**config.mk**
```make
export PLATFORM = sky130hd
export DESIGN_NAME = agpf_front
export DESIGN_NICKNAME = d
export VERILOG_FILES = /design/src/agpf_pkg.sv /design/src/agpf_front.sv
export SDC_FILE = /design/constraint.sdc
export NUM_CORES = 1
export LEC_CHECK = 0
export ABC_CLOCK_PERIOD_IN_PS = 3800
export BUFFER_PORTS_ARGS = -buffer_cell sky130_fd_sc_hd__buf_2
export CAP_MARGIN = 5
export CORE_MARGIN = 2
export CORE_UTILIZATION = 51
export CTS_CLUSTER_SIZE = 16
export DETAILED_ROUTE_END_ITERATION = 10
export PLACE_DENSITY = 0.87
export SLEW_MARGIN = 20
export SYNTH_ARGS = -nofsm -noshare
export SYNTH_HDL_FRONTEND = slang
export SYNTH_SLANG_ARGS = --single-unit
```
**constraint.sdc**
```tcl
create_clock -name i_clk -period 3.8 [get_ports i_clk]
set_input_delay 0.19 -clock i_clk [delete_from_list [all_inputs] [get_ports i_clk]]
set_output_delay 0.19 -clock i_clk [all_outputs]
set_load 0.1 [all_outputs]
```
**src/agpf_pkg.sv**
```systemverilog
`default_nettype none
// ----------------------------------------------------------------------------
// agpf_pkg
// Types and constants shared by the ARMA-GARCH panel filter modules.
// ----------------------------------------------------------------------------
package agpf_pkg;

    localparam logic OP_SAMPLE = 1'b0;
    localparam logic OP_LOAD   = 1'b1;

    localparam logic [1:0] BANK_LAMBDA = 2'd0;
    localparam logic [1:0] BANK_RHO    = 2'd1;
    localparam logic [1:0] BANK_GAMMA  = 2'd2;
    localparam logic [1:0] BANK_PSI    = 2'd3;

    localparam logic [1:0] CFG_AR    = 2'd0;
    localparam logic [1:0] CFG_MA    = 2'd1;
    localparam logic [1:0] CFG_GARCH = 2'd2;
    localparam logic [1:0] CFG_ARCH  = 2'd3;

    localparam logic signed [63:0] SAT_HI = 64'sd2147483647;
    localparam logic signed [63:0] SAT_LO = -64'sd2147483648;

    typedef struct packed {
        logic               opcode;
        logic [7:0]         individual;
        logic               first_period;
        logic signed [31:0] sample_value;
        logic [1:0]         coef_bank;
        logic [2:0]         coef_index;
        logic signed [31:0] coef_value;
    } t_in_word;

    typedef struct packed {
        logic [7:0]         individual_out;
        logic signed [31:0] residual;
        logic signed [31:0] log_variance;
        logic               saturated;
    } t_out_word;

    // Queue word: a load or a sample that the front has already checked.
    typedef struct packed {
        logic               is_load;
        logic [7:0]         individual;
        logic               first_period;
        logic signed [31:0] value;
        logic [1:0]         coef_bank;
        logic [2:0]         coef_index;
    } t_q_word;

endpackage
`default_nettype wire

```
**src/agpf_front.sv**
```systemverilog
`default_nettype none
// ----------------------------------------------------------------------------
// agpf_front
// Accepts input words, drops those that have no effect, and queues the rest.
// ----------------------------------------------------------------------------
module agpf_front #(
    parameter int MAX_IND   = 256,
    parameter int MAX_ORDER = 8
) (
    input  wire logic               i_clk,
    input  wire logic               i_rst_n,
    input  wire logic               i_valid,
    output logic                    o_ready,
    input  wire agpf_pkg::t_in_word i_data,
    output logic                    o_q_valid,
    input  wire logic               i_q_ready,
    output agpf_pkg::t_q_word       o_q_data
);
    import agpf_pkg::*;

    t_q_word    r_mem [2];
    logic       r_wp;
    logic       r_rp;
    logic [1:0] r_cnt;
    logic       keep;
    logic       push;
    logic       pop;
    t_q_word    q_in;

    // Out-of-range loads and samples for unknown individuals leave no trace.
    always_comb begin
        if (i_data.opcode == OP_LOAD) begin
            keep = int'(i_data.coef_index) < MAX_ORDER;
        end else begin
            keep = int'(i_data.individual) < MAX_IND;
        end
        q_in.is_load      = (i_data.opcode == OP_LOAD);
        q_in.individual   = i_data.individual;
        q_in.first_period = i_data.first_period;
        q_in.value        = (i_data.opcode == OP_LOAD) ? i_data.coef_value
                                                       : i_data.sample_value;
        q_in.coef_bank    = i_data.coef_bank;
        q_in.coef_index   = i_data.coef_index;
    end

    assign o_ready   = (r_cnt != 2'd2);
    assign push      = i_valid && o_ready && keep;
    assign o_q_valid = (r_cnt != 2'd0);
    assign pop       = o_q_valid && i_q_ready;
    assign o_q_data  = r_mem[r_rp];

    always_ff @(posedge i_clk) begin
        if (push) begin
            r_mem[r_wp] <= q_in;
        end
    end

    always_ff @(posedge i_clk) begin
        if (!i_rst_n) begin
            r_wp  <= 1'b0;
            r_rp  <= 1'b0;
            r_cnt <= 2'd0;
        end else begin
            if (push) begin
                r_wp <= ~r_wp;
            end
            if (pop) begin
                r_rp <= ~r_rp;
            end
            r_cnt <= r_cnt + 2'(push) - 2'(pop);
        end
    end

endmodule
`default_nettype wire

```
==> Word level (Yosys, flattened, before mapping) <==
Memory sizes are Yosys's and may differ from the RTL's. A register that Yosys moved wholly into a read port is not among the register bits.
Index checks and enable logic that the tools add are counted.
Widths: inputs -> output; s select.
{ "classes": {"mux": 5, "addsub": 2, "eq_ne": 1, "reduce_logical": 3, "bitwise": 2} }
{ "ops": {"columns": ["operator", "count"], "rows": [
  ["$mux 32", 1],
  ["$mux 1", 4],
  ["$add 2x1->2", 1],
  ["$logic_and 1x1->1", 2],
  ["$ne 2x2->1 const B", 1],
  ["$not 1->1", 2],
  ["$reduce_bool 2->1", 1],
  ["$sub 2x1->2", 1]
]} }
{ "word_totals": {"n_memories": 1, "regBits": 4, "wordCells": 17, "inputBits": 83, "ramBits": 94} }
{ "mem_list": {"columns": ["memory", "words", "width", "rd", "rd_ports_with_merged_regs", "write_ports", "line", "rtl"], "rows": [
  ["r_mem", 2, 47, 1, 1, 1, "agpf_front.sv:21", "t_q_word r_mem [2];"]
]} }

==> Longest topological paths before layout <==
{ "logic_depth": {"ltp_word": 4, "ltp_mapped": 8} }

==> Worst setup path before layout <==
No wires, ideal clock.
{ "synth_timing": {"path_kind": "register to register", "startpoint": "reg r_cnt[0]", "endpoint": "mem r_mem[0][0] (netlist bit) (enable)", "arrival_ns": 3.422, "required_time_ns": 3.348, "path_buffers": 0, "slack_ns": -0.074, "stages_incl_launch_ff": 4, "synth_period_minus_slack_ns": 3.874, "cell_sequence": "dfxtp_1 nand2b_1 nand2_1 nor2_1"} }
{ "synth_between": {"elab_chain_len": 4} }
{ "synth_rtl": {"columns": ["item", "line", "rtl"], "rows": [
  ["start: declaration", "agpf_front.sv:24", "logic [1:0] r_cnt;"],
  ["start signal: assignment", "agpf_front.sv:70", "r_cnt <= r_cnt + 2'(push) - 2'(pop);"],
  ["$ne 2x2->1", "agpf_front.sv:46", "assign o_ready = (r_cnt != 2'd2);"],
  ["named net o_ready", "agpf_front.sv:13", "output logic o_ready,"],
  ["$logic_and 1x1->1", "agpf_front.sv:47", "assign push = i_valid && o_ready && keep;"],
  ["$mux 1", "agpf_front.sv:53", "if (push) begin"],
  ["$mux 1 (implied by the code)", "agpf_front.sv:54", "r_mem[r_wp] <= q_in;"],
  ["end: declaration", "agpf_front.sv:21", null]
]} }
The timed path passes the listed nets, and every way through them passes these cells.

==> out/results.ini <==
[outcome]
status=complete, no violations

[clock_network]
ctsHoldBuffers=0
cts_tree=built
clk_pin_slew_ps=90
clockBufferDepth=2
cts_sinks=99
numCtsBuffers=9
clock_latency_ps=340
ctsHtreeMaxLevel=3
cts-resized-gates=0
cts_root_buf=clkbuf_8
cts_setup_buffers=0

[global_route]
first_global_vias=2267
grt_usage=0.161
grt_remaining_overflow=0
grt_max_degree=48
antenna_found_initial=0
grt_pass1_wl_microns=10600

[sta]
max_freq_ghz=0.395
setup_viol_count_final=0
maxSlewViolCount=0
tns_ps=0
fin_crit_sh=0.666
worst_pin_slew_ps=802
hold_viol_final=0
max_slew_margin=0.465
period_minus_slack_ps=2530
fin_skew_ps=8.64
rsz0062_at_grt=no

[critical_path]
cp-end-kind=output pin
critPathLaunchType=flip-flop
cp_data_required_time_ps=3610
critPathMaxFanout=28
worstPathArrival_ps=2340
crit_type=flip-flop to output pin

[finish]
final_common_cell=buf_2
area_delta_synth_final_pct=22.2
fin_cells=446
antenna_cells=0
fin_nets=426
drive_above_1_share=0.648
layout_common_cells=131 x buf_2, 94 x edfxtp_1, 42 x mux2_2, 30 x mux2_4, 9 x clkbuf_8

[routing]
routed_wl_microns=6990
detail_route.wl_per_cell_microns=15.7
viasPerCell=4.91
drt-initial-drc-count=86
antenna_left=0
drc=0
vias=2190
first_pass_iters=4

[synth]
yosys_warnings=0
synthesis.area_sq_um=4150
synthCells=206
ys_types=19
yosysSeqAreaShare=0.704
syn_area_per_cell_sq_um=20.2
yosys_register_bits=99
syn_nets=291

[power]
pwr_density_cell_nw_per_um2=800
ir_drop_uv=712
p_leak_nw=2.01

[placed_design]
port_buffers=131
dp_cells=432
dp_hpwl_microns=4750
gp_congestion=0.724

[floorplanning]
die_h_microns=94.3
start_util=0.532
core_area_sq_um=7810
die-area_sq_um=8880
fp.dieW_microns=94.3
pin_count=132
rows=32

[run]
cap_viol_max_count=0

[worst_hold_path]
worst_hold_path_type=input port to flip-flop

-- power breakdown --
group,switching (mW),internal [mW],leakage (nW)
sequential,0.0885,1.38,0.920
combinational,1.48,0.425,0.993
clock,0.326,0.362,0.0972
-- critical path, stage by stage (launching register included) --
cell and delay (ps):
dfxtp_2 840, buf_4 470, mux2_2 390, buf_2 290
-- kinds of logic after synthesis --
group	Yosys count	share of synthesized area
AOI/OAI and AO/OA	1	0.00181
muxes	80	0.244
adders and majority gates	2	0.00602
buffers and inverters	10	0.0238
xor gates and xnor gates	3	0.00633
and+or+nand+nor	11	0.0148
DFF	99	0.704
-- metal layers --
layer  vias up  routed length [microns]  track usage
met5         -                        0            0
met4         0                       53       0.0773
met3         4                      485       0.0433
met2        85                     3680        0.282
met1      1041                     2770        0.183
li1       1060                        -            -
-- layout make-up --
| cell class | instances | area, sq um |
|---|---|---|
| multi-input combinational | 97 | 1140 |
| sequential | 99 | 2920 |
| timing repair buffer | 133 | 671 |
| clock inverter | 5 | 80.1 |
| inverter | 1 | 3.75 |
| fill | 533 | 2730 |
| clock buffer | 9 | 124 |
| tap | 102 | 128 |
-- metrics by stage --
step                power (mW)  hold WS (ps)  worst slack [ps]  utilization  cell area (sq um)
floorplan                 3.17           289               701            -               4160
global placement          3.38           379              1640        0.623               4870
detailed placement        3.41           383              1600        0.623               4870
CTS                       4.09          13.7              1210        0.650               5070
global route              4.20          18.0              1120        0.650               5070
finish                    4.06          35.6              1270        0.650               5070
-- synth_stat cells --
cell	count	area (sq um)
buf_2	1	5.00
and2_1	2	12.5
nand2b_1	2	12.5
o21a_1	1	7.51
inv_1	1	3.75
mux2i_1	1	10.0
nor2b_1	2	12.5
buf_6	8	90.1
dfxtp_1	5	100
mux2_2	42	473
mux2_4	30	450
edfxtp_1	94	2820
mux2_1	7	78.8
nor2_1	1	3.75
or2_2	1	6.26
xnor2_1	3	26.3
ha_1	2	25.0
and3_1	1	6.26
nand2_1	2	7.51
-- worst paths after layout --
check | slack [ps] | to | startpoint | cells after the start
max | 1270 | o_q_data[3] | flip-flop | 3
min | 40 | r_mem[0][42] | i_data[74] | 1
max reg2reg | 1710 | r_mem[0][22] | r_cnt[0] | 4
min reg2reg | 560 | r_wp | r_wp | 2
-- state kept, by name (all words and copies together), names as in the netlist, named ones only --
signal and flops:
r_rp 1, r_wp 1, r_mem 94, r_cnt 2
(Power assumes the default switching activity.)
